===== src/hdl/bbc_pkg.sv =====
// Package for the buffer cache LRU manager: sizes, command and status codes
// and the result record type. No dependencies.
package bbc_pkg;
  localparam int SLOT_COUNT = 32;
  localparam int SW = 5;
  localparam int MAX_OUT = 32;

  localparam logic [2:0] CMD_ACQUIRE = 3'd0;
  localparam logic [2:0] CMD_RELEASE = 3'd1;
  localparam logic [2:0] CMD_PIN     = 3'd2;
  localparam logic [2:0] CMD_UNPIN   = 3'd3;
  localparam logic [2:0] CMD_DIRTY   = 3'd4;
  localparam logic [2:0] CMD_FLUSH   = 3'd5;

  localparam logic [1:0] ST_OK    = 2'd0;
  localparam logic [1:0] ST_BAD   = 2'd1;
  localparam logic [1:0] ST_FULL  = 2'd2;
  localparam logic [1:0] ST_UNDER = 2'd3;

  // slot record: device, block (tags, memory); in_use, dirty, count in flops
  localparam int TAG_W = 40;

  typedef struct packed {
    logic [4:0]  result_slot;
    logic        was_hit;
    logic        fill_needed;
    logic        writeback_needed;
    logic [7:0]  writeback_device;
    logic [31:0] writeback_block;
    logic [1:0]  status;
    logic        last;
  } result_t;
endpackage


===== src/hdl/block_buffer_cache_lru_manager.sv =====
// Top level of the buffer cache LRU manager: sequencer over tag and recency
// memories. Uses bbc_pkg and bbc_ram.
//
// channel | dir | handshake              | payload
// s_axis  | in  | s_axis_tvalid/tready   | tdata: command,device_id,block_number,slot_index
// m_axis  | out | m_axis_tvalid/tready   | tdata: result fields, tlast = last
//
// One item at a time. Acquire looks up each recency position through S_LOOK,
// S_LCHK and S_VIC, then searches for a victim from the back of the list
// through S_VCHK and S_OUT per position and retags in S_VTAG. Release to
// zero rewrites the list through S_MOVF and S_MOVS per position. Flush
// visits each position through S_FL, S_FCHK and S_FOUT and stops after the
// last dirty slot. Other commands give their result the cycle after the item.
// The next item waits for the result to be taken. Reset is synchronous: counts
// and flags clear at once, the recency list reads as its reset order until
// each entry is rewritten. A stalled result holds the sequencer and the input.
module block_buffer_cache_lru_manager (
  input  logic        clk,
  input  logic        rst,
  input  logic        s_axis_tvalid,
  output logic        s_axis_tready,
  // command[2:0], device_id[10:3], block_number[42:11], slot_index[47:43]
  input  logic [47:0] s_axis_tdata,
  output logic        m_axis_tvalid,
  input  logic        m_axis_tready,
  // result_slot[4:0], was_hit[5], fill_needed[6], writeback_needed[7],
  // writeback_device[15:8], writeback_block[47:16], status[49:48]
  output logic [55:0] m_axis_tdata,
  output logic        m_axis_tlast
);
  localparam int N = bbc_pkg::SLOT_COUNT;
  localparam int SW = bbc_pkg::SW;
  localparam int PW = $clog2(N);

  localparam logic [3:0] S_IDLE = 4'd0, S_LOOK = 4'd1, S_LCHK = 4'd2,
                         S_VIC = 4'd3, S_VCHK = 4'd4, S_OUT = 4'd5,
                         S_MOVF = 4'd6, S_MOVS = 4'd7, S_FL = 4'd8,
                         S_FCHK = 4'd9, S_FOUT = 4'd10, S_VTAG = 4'd11;

  logic [3:0] state;
  logic [7:0] dev;
  logic [31:0] blk;
  logic [SW-1:0] sidx;
  logic [PW:0] pos;
  logic [SW-1:0] vslot, carry;

  logic [N-1:0] in_use, dirty;
  logic [7:0] cnt [N];

  logic rec_we;
  logic [PW-1:0] rec_wa, rec_ra;
  logic [SW-1:0] rec_wd, rec_rd;
  logic tag_we;
  logic [SW-1:0] tag_wa, tag_ra;
  logic [bbc_pkg::TAG_W-1:0] tag_wd, tag_rd;
  logic [N-1:0] rinit;
  logic [SW-1:0] rec_q;

  bbc_pkg::result_t res;
  logic ovalid;

  logic [2:0] in_cmd;
  logic [SW-1:0] in_slot;
  logic [31:0] in_blk;
  logic slot_ok, slot_cmd;
  logic [1:0] in_status;
  logic [N-1:0] slot_bit, dirty_left;

  bbc_ram #(.WIDTH(SW), .DEPTH(N)) u_rec (
    .clk(clk), .we(rec_we), .waddr(rec_wa), .wdata(rec_wd),
    .raddr(rec_ra), .rdata(rec_rd));
  bbc_ram #(.WIDTH(bbc_pkg::TAG_W), .DEPTH(N)) u_tag (
    .clk(clk), .we(tag_we), .waddr(tag_wa), .wdata(tag_wd),
    .raddr(tag_ra), .rdata(tag_rd));

  // recency entries not yet written read as their reset value
  logic [PW-1:0] rec_ra_q;
  always_ff @(posedge clk) rec_ra_q <= rec_ra;
  assign rec_q = rinit[rec_ra_q] ? rec_rd : SW'(N - 1 - int'(rec_ra_q));

  assign s_axis_tready = (state == S_IDLE) && !ovalid;
  assign m_axis_tvalid = ovalid;
  assign m_axis_tdata = {6'd0, res.status, res.writeback_block, res.writeback_device,
                         res.writeback_needed, res.fill_needed, res.was_hit,
                         res.result_slot};
  assign m_axis_tlast = res.last;

  assign in_cmd = s_axis_tdata[2:0];
  assign in_blk = s_axis_tdata[42:11];
  assign in_slot = s_axis_tdata[47:43];
  assign slot_ok = int'(in_slot) < N;
  assign slot_cmd = in_cmd == bbc_pkg::CMD_RELEASE || in_cmd == bbc_pkg::CMD_PIN ||
                    in_cmd == bbc_pkg::CMD_UNPIN || in_cmd == bbc_pkg::CMD_DIRTY;

  always_comb begin
    in_status = bbc_pkg::ST_OK;
    if (in_cmd == bbc_pkg::CMD_ACQUIRE && in_blk == 32'hFFFF_FFFF)
      in_status = bbc_pkg::ST_BAD;
    else if ((in_cmd == bbc_pkg::CMD_RELEASE || in_cmd == bbc_pkg::CMD_UNPIN) &&
             slot_ok && cnt[in_slot] == 8'd0)
      in_status = bbc_pkg::ST_UNDER;
  end

  // dirty slots still to report once the current one is cleaned
  assign slot_bit = {{(N-1){1'b0}}, 1'b1} << rec_q;
  assign dirty_left = in_use & dirty & ~slot_bit;

  always_comb begin
    rec_ra = pos[PW-1:0];
    tag_ra = rec_q;
    rec_we = 1'b0;
    rec_wa = pos[PW-1:0];
    rec_wd = carry;
    tag_we = 1'b0;
    tag_wa = vslot;
    tag_wd = {blk, dev};
    case (state)
      S_VTAG: tag_we = 1'b1;
      S_MOVS: begin
        rec_we = 1'b1;
        rec_wa = pos[PW-1:0];
      end
      default: ;
    endcase
  end

  logic go;
  assign go = s_axis_tvalid && s_axis_tready;
  logic tagmatch;
  assign tagmatch = in_use[rec_q] && tag_rd[7:0] == dev && tag_rd[39:8] == blk;

  always_ff @(posedge clk) begin
    if (rst) begin
      state <= S_IDLE;
      ovalid <= 1'b0;
      in_use <= '0;
      dirty <= '0;
      rinit <= '0;
      for (int i = 0; i < N; i++) cnt[i] <= 8'd0;
    end else begin
      if (ovalid && m_axis_tready) ovalid <= 1'b0;
      case (state)
        S_IDLE: if (go) begin
          dev <= s_axis_tdata[10:3];
          blk <= in_blk;
          sidx <= in_slot;
          pos <= '0;
          res.was_hit <= 1'b0;
          res.fill_needed <= 1'b0;
          res.writeback_needed <= 1'b0;
          res.writeback_device <= '0;
          res.writeback_block <= '0;
          res.last <= 1'b1;
          res.result_slot <= slot_cmd ? in_slot : '0;
          res.status <= in_status;
          case (in_cmd)
            bbc_pkg::CMD_ACQUIRE: begin
              if (in_status == bbc_pkg::ST_BAD) ovalid <= 1'b1;
              else state <= S_LOOK;
            end
            bbc_pkg::CMD_FLUSH: begin
              if ((in_use & dirty) == '0) ovalid <= 1'b1;
              else state <= S_FL;
            end
            bbc_pkg::CMD_RELEASE, bbc_pkg::CMD_UNPIN: begin
              if (slot_ok && cnt[in_slot] != 8'd0)
                cnt[in_slot] <= cnt[in_slot] - 8'd1;
              if (slot_ok && in_cmd == bbc_pkg::CMD_RELEASE && cnt[in_slot] == 8'd1) begin
                carry <= in_slot;
                state <= S_MOVF;
              end else ovalid <= 1'b1;
            end
            bbc_pkg::CMD_PIN: begin
              if (slot_ok && cnt[in_slot] != 8'hFF)
                cnt[in_slot] <= cnt[in_slot] + 8'd1;
              ovalid <= 1'b1;
            end
            bbc_pkg::CMD_DIRTY: begin
              if (slot_ok && in_use[in_slot])
                dirty[in_slot] <= 1'b1;
              ovalid <= 1'b1;
            end
            default: ovalid <= 1'b1;
          endcase
        end
        S_LOOK: state <= S_LCHK; // recency read in flight
        S_LCHK: state <= S_VIC;  // tag read in flight
        S_VIC: begin
          if (tagmatch) begin
            if (cnt[rec_q] != 8'hFF) cnt[rec_q] <= cnt[rec_q] + 8'd1;
            res.result_slot <= rec_q;
            res.was_hit <= 1'b1;
            ovalid <= 1'b1;
            state <= S_IDLE;
          end else if (pos == (PW+1)'(N - 1)) begin
            pos <= (PW+1)'(N - 1);
            state <= S_VCHK;
          end else begin
            pos <= pos + (PW+1)'(1);
            state <= S_LOOK;
          end
        end
        S_VCHK: state <= S_OUT;
        S_OUT: begin
          if (cnt[rec_q] == 8'd0) begin
            vslot <= rec_q;
            res.result_slot <= rec_q;
            res.fill_needed <= 1'b1;
            state <= S_VTAG;
          end else if (pos == '0) begin
            res.status <= bbc_pkg::ST_FULL;
            ovalid <= 1'b1;
            state <= S_IDLE;
          end else begin
            pos <= pos - (PW+1)'(1);
            state <= S_VCHK;
          end
        end
        S_VTAG: begin
          if (in_use[vslot] && dirty[vslot]) begin
            res.writeback_needed <= 1'b1;
            res.writeback_device <= tag_rd[7:0];
            res.writeback_block <= tag_rd[39:8];
          end
          in_use[vslot] <= 1'b1;
          dirty[vslot] <= 1'b0;
          cnt[vslot] <= 8'd1;
          ovalid <= 1'b1;
          state <= S_IDLE;
        end
        S_MOVF: state <= S_MOVS;
        S_MOVS: begin
          // shift entries down until the released slot is reached
          rinit[pos[PW-1:0]] <= 1'b1;
          carry <= rec_q;
          if (rec_q == sidx || pos == (PW+1)'(N - 1)) begin
            ovalid <= 1'b1;
            state <= S_IDLE;
          end else begin
            pos <= pos + (PW+1)'(1);
            state <= S_MOVF;
          end
        end
        S_FL: state <= S_FCHK;
        S_FCHK: state <= S_FOUT;
        S_FOUT: if (!ovalid) begin
          if (in_use[rec_q] && dirty[rec_q]) begin
            dirty[rec_q] <= 1'b0;
            res.result_slot <= rec_q;
            res.writeback_needed <= 1'b1;
            res.writeback_device <= tag_rd[7:0];
            res.writeback_block <= tag_rd[39:8];
            res.last <= dirty_left == '0;
            ovalid <= 1'b1;
          end
          if (dirty_left == '0 || pos == (PW+1)'(N - 1)) state <= S_IDLE;
          else begin
            pos <= pos + (PW+1)'(1);
            state <= S_FL;
          end
        end
        default: state <= S_IDLE;
      endcase
    end
  end

`ifndef SYNTHESIS
  a_out_hold: assert property (@(posedge clk) disable iff (rst)
    m_axis_tvalid && !m_axis_tready |=>
      m_axis_tvalid && $stable(m_axis_tdata) && $stable(m_axis_tlast));
  a_one_item: assert property (@(posedge clk) disable iff (rst)
    s_axis_tready |-> !m_axis_tvalid);
  a_state_legal: assert property (@(posedge clk) disable iff (rst)
    state <= S_VTAG);
  a_reset: assert property (@(posedge clk)
    rst |=> state == S_IDLE && !m_axis_tvalid);
`endif
endmodule


===== src/hdl/bbc_ram.sv =====
// Generic single-port-write, single-read synchronous RAM, registered read.
// No dependencies.
module bbc_ram #(
  parameter int WIDTH = 8,
  parameter int DEPTH = 32
) (
  input  logic                     clk,
  input  logic                     we,
  input  logic [$clog2(DEPTH)-1:0] waddr,
  input  logic [WIDTH-1:0]         wdata,
  input  logic [$clog2(DEPTH)-1:0] raddr,
  output logic [WIDTH-1:0]         rdata
);
  logic [WIDTH-1:0] mem [DEPTH];
  always_ff @(posedge clk) begin
    if (we) mem[waddr] <= wdata;
    rdata <= mem[raddr];
  end
endmodule


===== config.mk =====
export PLATFORM = sky130hd
export DESIGN_NAME = block_buffer_cache_lru_manager
export DESIGN_NICKNAME = d
export VERILOG_FILES = /design/src/hdl/bbc_pkg.sv /design/src/hdl/block_buffer_cache_lru_manager.sv /design/src/hdl/bbc_ram.sv
export SDC_FILE = /design/constraint.sdc
export NUM_CORES = 2
export LEC_CHECK = 0
export BUFFER_PORTS_ARGS = -buffer_cell sky130_fd_sc_hd__buf_2
export CORE_ASPECT_RATIO = 1.5
export CORE_MARGIN = 2
export CORE_UTILIZATION = 50
export CTS_BUF_LIST = sky130_fd_sc_hd__clkbuf_4
export DETAILED_ROUTE_END_ITERATION = 10
export MAX_ROUTING_LAYER = met4
export PLACE_DENSITY = 0.66
export SYNTH_ARGS = -nofsm -noshare
export SYNTH_HDL_FRONTEND = slang
export SYNTH_SLANG_ARGS = --single-unit

===== constraint.sdc =====
create_clock -name clk -period 9.05 [get_ports clk]
set_input_delay 0.905 -clock clk [delete_from_list [all_inputs] [get_ports clk]]
set_output_delay 0.905 -clock clk [all_outputs]
set_load 0.01 [all_outputs]

==> reports/qor.csv <==
stage,metric,value,unit
worst_setup_path,RR Startpoint,rec_ra_q[1],
power_and_ir_drop,"IR drop worst, VDD",0.139,mV
place,DP HPWL,158000,um
sta,Fmax achieved,0.127,GHz
run,max_cap viols,0,
clock_network,"Reg clk slew, reported paths",0.07,ns
worst_setup_path,WP data arrival,8.77,ns
yosys,Yosys top cell area share,0.645,
global_route,global-route wire length before repair,372000,um
sta,Worst-Margin Slew,1.29,ns
clock_network,post-CTS setup buffers,0,
clock_network,post_cts resized,0,
global_route,gr usage total,0.311,
yosys,"EDFF count, synth",1808,
yosys,mux cell area share after synthesis,0.130,
power_and_ir_drop,P per Cell Area,221,mW/mm^2
die,I/O Pins,111,
yosys,Mapped Cells,5127,
worst_setup_path,Worst setup startpoint,rec_ra_q[1],
route,DRT iter0 DRCs,6317,
cells_and_area,Nets,5551,
yosys,yosys warns,0,
run_status,run status,completed,
power_and_ir_drop,Pleak,30.4,nW
clock_network,clk buf depth,4,
cells_and_area,Final Util,0.560,
yosys,"count leader, synth",edfxtp_1,
worst_setup_path,CP required,9.93,ns
die,FP Rows,184,
die,die area,0.172,sq mm
clock_network,CTS Buf Count,450,
yosys,"top cells by area, synth","edfxtp_1 (65%), mux4_2 (12%), dfxtp_1 (3.6%), a22oi_1 (2.7%), nand2_1 (1.6%)",
yosys,Yosys reg bits,1959,
clock_network,CTS Root Buffer Type,clkbuf_4,
yosys,Synth Area in XOR/XNOR,0.00635,
place,port bufs,104,
yosys,mapped cell area,0.0841,sq mm
route,DR vias,52800,
global_route,vias in the first global route,53000,
yosys,Synth cell types,95,
yosys,top_reg_cell synth,edfxtp_1,
die,Die H,506,um
worst_setup_path,crit-path max FO,13,
global_route,grt total ovfl,0,
yosys,Syn Area/Cell,16.4,sq um
sta,crit path time final,7.89,ns
worst_setup_path,top cell family by delay on the critical path,compound AO/OA/AOI/OAI gates,
sta,Fin. Hold Viols,0,
yosys,"Seq/Total Area, Yosys",0.681,
yosys,post-synthesis simple-gate area fraction,0.0864,
sta,setup TNS,0,ns
worst_setup_path,Worst path most repeated cell,inv_1,
clock_network,Sink Count,1959,
worst_setup_path,critical path's slowest cell,o31ai_1,
route,DRT Pass-1 Iters,6,
yosys,most instantiated cells after synthesis,"edfxtp_1 (1808), mux4_2 (462), nand2_1 (359)",
worst_setup_path,WP buf/inv,3,
yosys,Yosys top cell by area,edfxtp_1,
sta,Slew headroom,0.129,
global_route,largest net degree at the start of global routing,145,
yosys,Synth async-reset ratio,0,
worst_setup_path,worst path cell trace,"mux4_2, mux2i_1, o221ai_4, and3_4, nor2_2, inv_2, nand3_1, o22ai_1, or4_1, inv_1, ha_1, inv_1, a41oi_1, nand4_1, o311ai_2, o211a_4, nand3_2, o31ai_1",
route,DR vias/cell,6.52,
cells_and_area,share of cells above drive strength 1,0.285,
hold_path,hold path start,s_axis_tdata[45],
clock_network,CTS Hold Bufs,43,
hold_path,Hold Path Class,primary input to flip-flop,
clock_network,clk_lat worst skew,1.40,ns
cells_and_area,Area Growth Syn to Fin,11.5,%
sta,Fin Clk Skew,0.133,ns
sta,RSZ-0062 raised after global routing,no,
sta,Slew Limit Fails,0,
die,Die Width,339,um
sta,part of the cycle the worst path needs,0.872,
worst_setup_path,Critical Path Source Type,flip-flop,
worst_setup_path,crit path kind,flip-flop to flip-flop,
die,initial core utilization,0.503,
route,Detail Route Antenna Nets,0,
sta,Final setup viols,0,
global_route,initial antenna violation count,8,
worst_setup_path,critical path's largest stage delay,1.17,ns
route,final WL,261000,um
yosys,Synth Area in Compound Gates,0.0713,
worst_setup_path,crit end category,flip-flop,
die,Core ar.,0.167,sq mm
yosys,post-synthesis adder-cell area fraction,0.00149,
yosys,largest family of logic cells by synthesized area,multiplexers,
place,RePlAce Congestion,1.02,
route,Avg WL per Cell,32.2,um
clock_network,CTS tree,built,
clock_network,CTS HTree Levels,5,
route,# DRC,0,
-- final cells by class --
cell class	count	area (sq um)
Clock buffer	673	5050
Clock inverter	144	808
Multi-Input combinational cell	2729	25300
Inverter	26	106
Fill cell	13100	73600
Timing Repair Buffer	323	2350
Tap cell	2232	2790
Antenna cell	10	25.0
Sequential cell	1959	57300
-- sequential cells by signal, indices dropped and copies added (netlist names), 4 cells and up --
| register | count |
|---|---|
| u_tag.mem | 1280 |
| cnt | 256 |
| u_rec.mem | 160 |
| m_axis_tdata | 50 |
| u_tag.rdata | 40 |
| blk | 32 |
| dirty | 32 |
| in_use | 32 |
| rinit | 32 |
| dev | 8 |
| pos | 6 |
| carry | 5 |
| rec_ra_q | 5 |
| sidx | 5 |
| tag_wa | 5 |
| u_rec.rdata | 5 |
| state | 4 |
-- per-layer routing --
metal	wire length (um)	GRT usage
met1	90700	0.357
met2	133000	0.520
met3	21000	0.0549
met4	15600	0.172
met5	0	-
-- power breakdown --
group / leakage, nW / total (mW) / switching, mW / internal [mW]
sequential: 17.9 / 10.4 / 0.320 / 10.1
clock: 3.50 / 7.11 / 3.47 / 3.63
combinational: 9.08 / 3.25 / 2.08 / 1.17
total: 30.4 / 20.8 / 5.88 / 14.9
-- cell usage in the layout (no fill, tap or decap), drive strengths merged, types with 54 or more instances in the layout --
cell    netlist  layout
edfxtp     1808    1808
clkbuf      243     673
mux4        462     462
nand2       362     362
a22oi       308     308
buf         175     280
nor2        232     232
nor3        216     216
nand2b      164     164
dfxtp       151     151
clkinv        4     134
a211oi      115     115
nor4         89      89
and3         82      82
nand4        78      78
o21a         61      61
o21ai        54      54
-- worst paths after layout --
| check | endpoint | slack [ns] | cells after the start |
|---|---|---|---|
| worst max-delay path | cnt[2][4] | 1.16 | 18 |
| worst min register to register | rinit[19] | 0.46 | 1 |
| worst max register to register | cnt[2][4] | 1.16 | 18 |
| worst min-delay path | sidx[2] | 0.14 | 1 |
-- through the flow --
| stage | hold WS, ns | total power, mW | setup WS, ns | std cells | area, sq um |
|---|---|---|---|---|---|
| 2_1_floorplan | 0.346 | 12.6 | 1.83 | 5132 | 84100 |
| 3_3_place_gp | 0.442 | 13.8 | 1.60 | 7226 | 87500 |
| 3_5_place_dp | 0.449 | 13.8 | 1.30 | 7226 | 87500 |
| 4_1_cts | 0.000749 | 20.8 | 1.27 | 8086 | 93700 |
| 5_1_grt | 0.0388 | 21.5 | 0.818 | 8093 | 93800 |
| 6_report | 0.138 | 20.8 | 1.16 | 8096 | 93800 |
-- cells by family after synthesis --
logic type	after synthesis
AND/OR/NAND/NOR	1339
XOR/XNOR	61
AO/OA/AOI/OAI	802
adder cells (fa/ha/maj)	10
multiplexers	511
flip-flops	1959
other	1
buffers and inverters	444
No activity file was read; power rests on OpenSTA's default activity.
